**src/hdl/dtpr_pkg.sv**
```systemverilog
// ----------------------------------------------------------------------------
// dtpr_pkg: shared types and constants of the text packet receiver
// Item codes, framing characters, phase encoding and the transfer structs.
// ----------------------------------------------------------------------------
package dtpr_pkg;

   // item kinds on the request channel
   typedef logic [1:0] kind_type;
   localparam kind_type KIND_BYTE  = 2'd0;
   localparam kind_type KIND_CLEAR = 2'd1;
   localparam kind_type KIND_READ  = 2'd2;

   // framing characters
   localparam logic [7:0] CH_START = 8'h40;   // '@'
   localparam logic [7:0] CH_CR    = 8'h0D;
   localparam logic [7:0] CH_LF    = 8'h0A;
   localparam logic [7:0] CH_TERM  = 8'h00;

   // reported phase codes
   typedef logic [1:0] phase_code_type;
   localparam phase_code_type PHASE_IDLE     = 2'd0;
   localparam phase_code_type PHASE_PAYLOAD  = 2'd1;
   localparam phase_code_type PHASE_AFTER_CR = 2'd2;

   // reported length saturates here
   localparam logic [6:0] LEN_MAX = 7'd127;

   // receiver phase machine
   typedef enum logic [2:0] {
      ST_IDLE     = 3'b001,
      ST_PAYLOAD  = 3'b010,
      ST_AFTER_CR = 3'b100
   } phase_type;

   // one accepted request
   typedef struct packed {
      kind_type   kind;
      logic [7:0] rx_byte;
      logic [6:0] read_index;
   } item_type;

   // status fields of one response
   typedef struct packed {
      logic           packet_ready;
      logic [6:0]     packet_length;
      logic           overflow;
      phase_code_type receiver_phase;
   } status_type;

   // store write request (address travels beside it)
   typedef struct packed {
      logic       en;
      logic [7:0] data;
   } store_wr_type;

endpackage

```
**src/hdl/dtpr_if.sv**
```systemverilog
// ----------------------------------------------------------------------------
// dtpr_if: request and response channels of the text packet receiver
// Valid/ready channels; a transfer happens when both are high at a clock edge.
// ----------------------------------------------------------------------------
interface dtpr_req_if;
   logic       valid;
   logic       ready;
   logic [1:0] kind;
   logic [7:0] rx_byte;
   logic [6:0] read_index;

   modport source (output valid, kind, rx_byte, read_index, input ready);
   modport sink   (input valid, kind, rx_byte, read_index, output ready);
endinterface

interface dtpr_rsp_if;
   logic       valid;
   logic       ready;
   logic [7:0] read_data;
   logic       packet_ready;
   logic [6:0] packet_length;
   logic       overflow;
   logic [1:0] receiver_phase;

   modport source (output valid, read_data, packet_ready, packet_length, overflow,
                   receiver_phase, input ready);
   modport sink   (input valid, read_data, packet_ready, packet_length, overflow,
                   receiver_phase, output ready);
endinterface

```
**src/hdl/dtpr_store.sv**
```systemverilog
// ----------------------------------------------------------------------------
// dtpr_store: packet byte store
// One write port from the framer, one read port with registered data.
// Reads past the store depth or from non-read items return zero.
// ----------------------------------------------------------------------------
module dtpr_store
   import dtpr_pkg::*;
#(
   parameter int BUFFER_DEPTH = 128,
   parameter int ADDR_WIDTH   = 7
) (
   input  logic                  clock,
   input  logic                  reset,
   input  store_wr_type          wr,
   input  logic [ADDR_WIDTH-1:0] wr_addr,
   input  logic                  rd_en,
   input  logic                  rd_sel,
   input  logic [6:0]            rd_index,
   output logic [7:0]            rd_data
);

   localparam int IW = ((ADDR_WIDTH > 7) ? ADDR_WIDTH : 7) + 1;

   logic [7:0]            mem [BUFFER_DEPTH];
   logic [7:0]            mem_q_ff;
   logic                  hit_ff;
   logic                  hit_in;
   logic [IW-1:0]         index_ext;
   logic [ADDR_WIDTH-1:0] rd_addr;

   // range check on the requested position
   assign index_ext = IW'(rd_index);
   assign rd_addr   = index_ext[ADDR_WIDTH-1:0];
   assign hit_in    = rd_sel && (index_ext < IW'(BUFFER_DEPTH));

   // write port
   always_ff @(posedge clock) begin
      if (wr.en) begin
         mem[wr_addr] <= wr.data;
      end
   end

   // read port, data held until the next read
   always_ff @(posedge clock) begin
      if (rd_en) begin
         mem_q_ff <= mem[rd_addr];
      end
   end

   always_ff @(posedge clock) begin
      if (reset) begin
         hit_ff <= 1'b0;
      end else if (rd_en) begin
         hit_ff <= hit_in;
      end
   end

   assign rd_data = hit_ff ? mem_q_ff : 8'h00;

endmodule

```
**src/hdl/dtpr_framer.sv**
```systemverilog
// ----------------------------------------------------------------------------
// dtpr_framer: packet framing state
// Phase machine, write position, ready/overflow flags and latched length.
// Gives the status after the current item and the store write for it.
// ----------------------------------------------------------------------------
module dtpr_framer
   import dtpr_pkg::*;
#(
   parameter int BUFFER_DEPTH = 128,
   parameter int ADDR_WIDTH   = 7
) (
   input  logic                  clock,
   input  logic                  reset,
   input  logic                  accept,
   input  item_type              item,
   output status_type            status,
   output store_wr_type          wr,
   output logic [ADDR_WIDTH-1:0] wr_addr
);

   localparam logic [ADDR_WIDTH-1:0] POS_LIMIT = ADDR_WIDTH'(BUFFER_DEPTH - 1);
   localparam int LW = (ADDR_WIDTH > 7) ? ADDR_WIDTH : 7;

   phase_type             phase_ff, phase_in;
   logic [ADDR_WIDTH-1:0] wp_ff, wp_in;
   logic                  ready_ff, ready_in;
   logic                  ovf_ff, ovf_in;
   logic [6:0]            len_ff, len_in;
   logic [LW-1:0]         wp_ext;
   logic [6:0]            wp_sat;

   // saturated payload length
   assign wp_ext = LW'(wp_ff);
   assign wp_sat = (wp_ext > LW'(LEN_MAX)) ? LEN_MAX : wp_ext[6:0];

   // next state for the accepted item
   always_comb begin
      phase_in = phase_ff;
      wp_in    = wp_ff;
      ready_in = ready_ff;
      ovf_in   = ovf_ff;
      len_in   = len_ff;
      wr.en    = 1'b0;
      wr.data  = item.rx_byte;
      wr_addr  = wp_ff;
      if (accept) begin
         case (item.kind)
            KIND_BYTE: begin
               unique case (phase_ff)
                  ST_IDLE: begin
                     if (item.rx_byte == CH_START && !ready_ff) begin
                        phase_in = ST_PAYLOAD;
                        wp_in    = '0;
                        ovf_in   = 1'b0;
                     end
                  end
                  ST_PAYLOAD: begin
                     if (item.rx_byte == CH_CR) begin
                        phase_in = ST_AFTER_CR;
                     end else if (wp_ff < POS_LIMIT) begin
                        wr.en = 1'b1;
                        wp_in = wp_ff + ADDR_WIDTH'(1);
                     end else begin
                        ovf_in = 1'b1;
                     end
                  end
                  ST_AFTER_CR: begin
                     if (item.rx_byte == CH_LF) begin
                        wr.en    = 1'b1;
                        wr.data  = CH_TERM;
                        len_in   = wp_sat;
                        ready_in = 1'b1;
                        phase_in = ST_IDLE;
                     end
                  end
                  default: begin
                     phase_in = ST_IDLE;
                  end
               endcase
            end
            KIND_CLEAR: begin
               ready_in = 1'b0;
            end
            default: begin
            end
         endcase
      end
   end

   // state registers
   always_ff @(posedge clock) begin
      if (reset) begin
         phase_ff <= ST_IDLE;
         wp_ff    <= '0;
         ready_ff <= 1'b0;
         ovf_ff   <= 1'b0;
         len_ff   <= '0;
      end else begin
         phase_ff <= phase_in;
         wp_ff    <= wp_in;
         ready_ff <= ready_in;
         ovf_ff   <= ovf_in;
         len_ff   <= len_in;
      end
   end

   // status after the item
   always_comb begin
      status.packet_ready  = ready_in;
      status.packet_length = len_in;
      status.overflow      = ovf_in;
      unique case (phase_in)
         ST_IDLE:     status.receiver_phase = PHASE_IDLE;
         ST_PAYLOAD:  status.receiver_phase = PHASE_PAYLOAD;
         ST_AFTER_CR: status.receiver_phase = PHASE_AFTER_CR;
         default:     status.receiver_phase = PHASE_IDLE;
      endcase
   end

   // a pending packet blocks any new start, so the machine sits idle
   a_ready_idle: assert property (@(posedge clock) disable iff (reset)
      ready_ff |-> phase_ff == ST_IDLE)
      else $error("packet pending outside idle phase");

   // write position never passes the terminator slot
   a_wp_range: assert property (@(posedge clock) disable iff (reset)
      wp_ff <= POS_LIMIT)
      else $error("write position beyond store");

   // overflow only once the store is full
   a_ovf_full: assert property (@(posedge clock) disable iff (reset)
      ovf_ff |-> wp_ff == POS_LIMIT)
      else $error("overflow flagged with room left");

endmodule

```
**src/hdl/delimited_text_packet_receiver.sv**
```systemverilog
// ----------------------------------------------------------------------------
// delimited_text_packet_receiver: frames '@' payload CR LF text packets
// Top level: request register stage, framer, byte store and response register.
// ----------------------------------------------------------------------------
// Takes one item per cycle (received byte, clear-ready or store read) while
// the response side does not stall, and returns one response per item,
// carrying the store byte for reads and the status after the item. Each item
// passes the middle stage, where the store's registered read port holds its
// read data, then the response register. Stalls on the response side hold one
// item in the middle stage and one in the response register before the
// request channel drops ready. The store needs no clearing pass; entries not
// written since reset read back undefined.
module delimited_text_packet_receiver
   import dtpr_pkg::*;
#(
   parameter int BUFFER_DEPTH = 128
) (
   input  logic        clock,
   input  logic        reset,
   dtpr_req_if.sink    req,
   dtpr_rsp_if.source  rsp
);

   localparam int ADDR_WIDTH = $clog2(BUFFER_DEPTH);

   item_type              item;
   logic                  accept;
   logic                  advance;
   status_type            status;
   store_wr_type          wr;
   logic [ADDR_WIDTH-1:0] wr_addr;
   logic [7:0]            rd_data;

   logic                  s1_valid_ff, s1_valid_in;
   status_type            s1_status_ff;
   logic                  rsp_valid_ff, rsp_valid_in;
   status_type            rsp_status_ff;
   logic [7:0]            rsp_data_ff;

   // handshake
   assign advance   = !rsp_valid_ff || rsp.ready;
   assign req.ready = !s1_valid_ff || advance;
   assign accept    = req.valid && req.ready;

   assign item.kind       = req.kind;
   assign item.rx_byte    = req.rx_byte;
   assign item.read_index = req.read_index;

   dtpr_framer #(
      .BUFFER_DEPTH (BUFFER_DEPTH),
      .ADDR_WIDTH   (ADDR_WIDTH)
   ) u_framer (
      .clock   (clock),
      .reset   (reset),
      .accept  (accept),
      .item    (item),
      .status  (status),
      .wr      (wr),
      .wr_addr (wr_addr)
   );

   dtpr_store #(
      .BUFFER_DEPTH (BUFFER_DEPTH),
      .ADDR_WIDTH   (ADDR_WIDTH)
   ) u_store (
      .clock    (clock),
      .reset    (reset),
      .wr       (wr),
      .wr_addr  (wr_addr),
      .rd_en    (accept),
      .rd_sel   (item.kind == KIND_READ),
      .rd_index (item.read_index),
      .rd_data  (rd_data)
   );

   // valid flags of the two stages
   always_comb begin
      if (accept) begin
         s1_valid_in = 1'b1;
      end else if (advance) begin
         s1_valid_in = 1'b0;
      end else begin
         s1_valid_in = s1_valid_ff;
      end
      rsp_valid_in = advance ? s1_valid_ff : rsp_valid_ff;
   end

   always_ff @(posedge clock) begin
      if (reset) begin
         s1_valid_ff  <= 1'b0;
         rsp_valid_ff <= 1'b0;
      end else begin
         s1_valid_ff  <= s1_valid_in;
         rsp_valid_ff <= rsp_valid_in;
      end
   end

   // payload of the middle stage and response register
   always_ff @(posedge clock) begin
      if (accept) begin
         s1_status_ff <= status;
      end
      if (advance && s1_valid_ff) begin
         rsp_status_ff <= s1_status_ff;
         rsp_data_ff   <= rd_data;
      end
   end

   assign rsp.valid          = rsp_valid_ff;
   assign rsp.read_data      = rsp_data_ff;
   assign rsp.packet_ready   = rsp_status_ff.packet_ready;
   assign rsp.packet_length  = rsp_status_ff.packet_length;
   assign rsp.overflow       = rsp_status_ff.overflow;
   assign rsp.receiver_phase = rsp_status_ff.receiver_phase;

endmodule

```
**src/flat_wrapper.sv**
```systemverilog
// flat-port wrapper written by rule: the top's interface ports become plain ports
module delimited_text_packet_receiver_flat import dtpr_pkg::*;
#(
   parameter int BUFFER_DEPTH = 128
)
  (clock, reset, req_valid, req_kind, req_rx_byte, req_read_index, req_ready, rsp_valid, rsp_read_data, rsp_packet_ready, rsp_packet_length, rsp_overflow, rsp_receiver_phase, rsp_ready);
  dtpr_req_if req_i ();
  dtpr_rsp_if rsp_i ();
  input  logic clock;
  input  logic reset;
  input wire logic [$bits(req_i.valid)-1:0] req_valid;
  input wire logic [$bits(req_i.kind)-1:0] req_kind;
  input wire logic [$bits(req_i.rx_byte)-1:0] req_rx_byte;
  input wire logic [$bits(req_i.read_index)-1:0] req_read_index;
  output wire logic [$bits(req_i.ready)-1:0] req_ready;
  output wire logic [$bits(rsp_i.valid)-1:0] rsp_valid;
  output wire logic [$bits(rsp_i.read_data)-1:0] rsp_read_data;
  output wire logic [$bits(rsp_i.packet_ready)-1:0] rsp_packet_ready;
  output wire logic [$bits(rsp_i.packet_length)-1:0] rsp_packet_length;
  output wire logic [$bits(rsp_i.overflow)-1:0] rsp_overflow;
  output wire logic [$bits(rsp_i.receiver_phase)-1:0] rsp_receiver_phase;
  input wire logic [$bits(rsp_i.ready)-1:0] rsp_ready;
  assign req_i.valid = req_valid;
  assign req_i.kind = req_kind;
  assign req_i.rx_byte = req_rx_byte;
  assign req_i.read_index = req_read_index;
  assign req_ready = req_i.ready;
  assign rsp_valid = rsp_i.valid;
  assign rsp_read_data = rsp_i.read_data;
  assign rsp_packet_ready = rsp_i.packet_ready;
  assign rsp_packet_length = rsp_i.packet_length;
  assign rsp_overflow = rsp_i.overflow;
  assign rsp_receiver_phase = rsp_i.receiver_phase;
  assign rsp_i.ready = rsp_ready;
  delimited_text_packet_receiver #(.BUFFER_DEPTH(BUFFER_DEPTH)) u_core (.clock(clock), .reset(reset), .req(req_i), .rsp(rsp_i));
endmodule
```
**config.mk**
```make
export PLATFORM = sky130hd
export DESIGN_NAME = delimited_text_packet_receiver_flat
export DESIGN_NICKNAME = d
export VERILOG_FILES = /design/src/hdl/dtpr_pkg.sv /design/src/hdl/dtpr_if.sv /design/src/hdl/dtpr_store.sv /design/src/hdl/dtpr_framer.sv /design/src/hdl/delimited_text_packet_receiver.sv /design/src/flat_wrapper.sv
export SDC_FILE = /design/constraint.sdc
export NUM_CORES = 1
export LEC_CHECK = 0
export BUFFER_PORTS_ARGS = -buffer_cell sky130_fd_sc_hd__buf_2
export CORE_AREA = 2 2 275 277
export CTS_BUF_LIST = sky130_fd_sc_hd__clkbuf_8 sky130_fd_sc_hd__clkbuf_16
export DETAILED_ROUTE_END_ITERATION = 10
export DIE_AREA = 0 0 277 279
export GPL_TIMING_DRIVEN = 0
export PLACE_DENSITY = 0.81
export SETUP_SLACK_MARGIN = 0.02
export SLEW_MARGIN = 30
export SYNTH_ARGS = -nofsm -noshare
export SYNTH_HDL_FRONTEND = slang
export SYNTH_HIERARCHICAL = 1
export SYNTH_SLANG_ARGS = --single-unit
```
**constraint.sdc**
```tcl
create_clock -name clock -period 3.63 [get_ports clock]
set_input_delay 0.1815 -clock clock [delete_from_list [all_inputs] [get_ports clock]]
set_output_delay 0.1815 -clock clock [all_outputs]
set_load 0.1 [all_outputs]
```
==> impl_metrics.toml <==
[synth]
synth_area_um2 = 42000
ys_types = 52
synth_top_cell_by_area = "edfxtp_1"
ys_ff_latch = 1084
ys_warn_count = 6
syn_inst = 1810
syn_avg_cell_area_um2 = 23.2
synth-main-ff-cell = "edfxtp_1"
synth_edf_count = 1062
synth_seq_area_share_pct = 77.0
yosys.area.top_type_share_pct = 75.9
ys_top_cells_by_count = "edfxtp_1 (1062), mux4_2 (336), nor2_1 (127)"
async_reset_ff_share_pct = 0
synth.most_common_cell = "edfxtp_1"
yosys-top-cells-area = "edfxtp_1 (76%), mux4_2 (18%), nor2_1 (1.1%), dfxtp_1 (1.0%), clkbuf_1 (0.43%)"
synth_fp_nets = 1832

[cts]
cts_tree = "built"
cts-root-buf = "clkbuf_16"
clk_path_buf_depth = 3
clock_sinks = 1084
cts-htree-levels = 3
clk_pin_slew_ns = 0.07
cts_buffers = 102
worstSkewPairLatency_ns = 0.68

[power]
p_leak_nw = 14.9
powerDensity_nw_per_um2 = 531
peakVddDrop_uv = 386

[global_routing]
grt_overflow = 0
grt_use_total_pct = 29.3
antenna_found_initial = 3
grt_pass1_wl_um = 159000
grt_max_degree = 70
grt_pass1_vias = 21600

[timing]
slew_violations = 0
skew_ns = 0.0305
min_period_ns = 3.65
hold_violations = 0
fmax_mhz = 274
tightestPinTransition_ns = 1.07
setup_ws_ns = -0.0187
max_slew_margin_pct = 28.8
setup_viol = 16
rsz0062_at_grt = "true"
period_share_pct = 101

[final_layout]
stdcell_count = 3057
drive_above_1_share_pct = 37.7
fin_util_pct = 65.6
nNetsFinal = 2026
design_area_um2 = 48600
area_delta_synth_final_pct = 15.8

[route]
via_per_inst = 7.00
antenna_left = 0
first_pass_iters = 6
wl_um = 112000
routedWlPerCell_um = 36.6
vias = 21400
drc = 0
drt_iter0_drc = 3312

[run_status]
failed_checks = "setup timing"
status = "finished, violations left"

[floorplanning]
die_w_um = 277
ios = 42
initial_core_util_pct = 56.7
core-area_um2 = 74100
dieArea_um2 = 77300
rows = 100
die_y_um = 279

[worst_setup_path]
crit_arrival_ns = 3.95
critPathKind = "reg2reg"
required_ns = 3.94
crit_path_max_fanout = 10
crit_path_start_kind = "flip-flop"
r2r_cells = 11
crit_path_end_kind = "flip-flop"

[place]
postPlaceCellArea_um2 = 44200
dp.cells = 2827
pre_cts_slack_ns = -1.59
dp_hpwl_um = 65900
io_buffers = 34
gp_congestion = 0.967

[hold_path]
hold_depth = 4
hp-class = "in2reg"

[run]
cap_violations = 0
[cells by family after synthesis]
| group | Yosys count | share of synthesized area (%) |
|---|---|---|
| flip-flops | 1084 | 77.0 |
| multiplexers | 352 | 18.5 |
| AND/OR/NAND/NOR | 239 | 2.86 |
| buffers and inverters | 105 | 1.19 |
| AO/OA/AOI/OAI | 29 | 0.438 |
| adder cells (fa/ha/maj) | 1 | 0.0298 |
[repair_timing]
action | 4_1_cts | 5_1_grt
hold buffers | 7 | 0
gates resized for setup | 150 | 14
cloned | 2 | 1
endpoints found under the setup margin | 1024 | 635
hold endpoints to repair | 8 | 0
buffers inserted | 26 | 6
pin swaps | 37 | 3
[layout make-up]
type | count | area, um^2
sequential | 1084 | 32300
fill | 4281 | 25500
multi-input combinational | 622 | 10100
clock buffer | 104 | 2600
tap | 969 | 1210
timing repair buffer | 89 | 963
clock inverter | 81 | 731
buffer | 102 | 653
inverter | 3 | 11.3
antenna | 3 | 7.51
[per-layer routing]
metal	vias to the layer above	global-route usage, %	wire, um
li1	8084	-	-
met1	11100	36.7	36600
met2	1802	48.0	54900
met3	374	7.68	13500
met4	2	14.7	6830
met5	-	0	53
[registers in the layout, summed over array words and instances (netlist names)]
register and cells:
u_core/rsp.packet_length 7, u_core/rsp.packet_ready 1, u_core/u_store/mem_q_ff 8, u_core/rsp.valid 1
u_core/rsp.receiver_phase 2, u_core/rsp.overflow 1, u_core/s1_status_ff 11, u_core/u_store/mem 1024
u_core/u_framer/ready_ff 1, u_core/u_framer/phase_ff 3, u_core/u_framer/len_ff 7, u_core/u_framer/ovf_ff 1
u_core/s1_valid_ff 1, u_core/u_store/hit_ff 1, u_core/rsp.read_data 8, u_core/u_framer/wr_addr 7
[report_power, final]
part | switching [mW] | leakage [nW] | internal [mW]
logic | 0.849 | 3.49 | 0.506
registers | 0.00898 | 9.75 | 13.8
clock network | 4.60 | 1.69 | 6.11
[metrics by stage]
stage / setup TNS, ns / power [mW] / hold slack [ns]
after floorplan: -0.730 / 14.8 / 0.241
after global placement: -1940.10 / 15.3 / 0.402
after detailed placement: -982.99 / 15.3 / 0.405
after CTS: 0 / 25.8 / 0.00782
after global routing: -0.842 / 26.3 / 0.0460
final: -0.194 / 25.8 / 0.0352
[worst max-delay path, cell delays in order (launching register included)]
cell and delay [ns]:
dfxtp_4 0.36, nand3b_4 0.10, and2_4 0.17, or3b_4 0.42, a2111o_1 0.46, buf_6 0.17, o21ai_4 0.29, buf_8 0.17
nand4_1 0.16, buf_4 0.24, clkbuf_8 0.26, nor2_2 0.45
[worst paths after layout]
kind	slack [ns]	start	end
setup / recovery	-0.02	u_core/rsp.valid	u_core/u_store/mem[63][4]
hold / removal	0.04	req_rx_byte[2]	u_core/u_framer/phase_ff[1]
setup reg to reg	-0.02	u_core/rsp.valid	u_core/u_store/mem[63][4]
hold reg to reg	0.42	u_core/s1_status_ff[10]	u_core/rsp.packet_ready
[layout by cell type (no fill, tap or decap), drive strengths merged, types with 2 or more instances in the layout]
| cell | netlist | final |
|---|---|---|
| o41ai | 2 | 2 |
| mux2 | 15 | 15 |
| nand2b | 7 | 7 |
| diode | 0 | 3 |
| nor3b | 3 | 3 |
| dlygate4sd3 | 1 | 7 |
| nand3 | 16 | 16 |
| clkbuf | 48 | 151 |
| o31ai | 2 | 2 |
| or3 | 2 | 2 |
| inv | 3 | 23 |
| nor2b | 16 | 16 |
| mux4 | 336 | 336 |
| clkinvlp | 0 | 4 |
| nor2 | 127 | 127 |
| a21o | 2 | 2 |
| or4b | 3 | 3 |
| dfxtp | 22 | 22 |
| bufinv | 0 | 13 |
| or3b | 2 | 2 |
| clkinv | 0 | 44 |
| and2 | 12 | 13 |
| nand2 | 20 | 20 |
| or4 | 5 | 5 |
| buf | 52 | 136 |
| nand3b | 3 | 3 |
| nand4 | 6 | 6 |
| edfxtp | 1062 | 1062 |
| nor3 | 10 | 10 |
| nor4 | 3 | 3 |
| o21ai | 6 | 6 |
| a21oi | 12 | 12 |
Power figures use the tool's default switching activity.
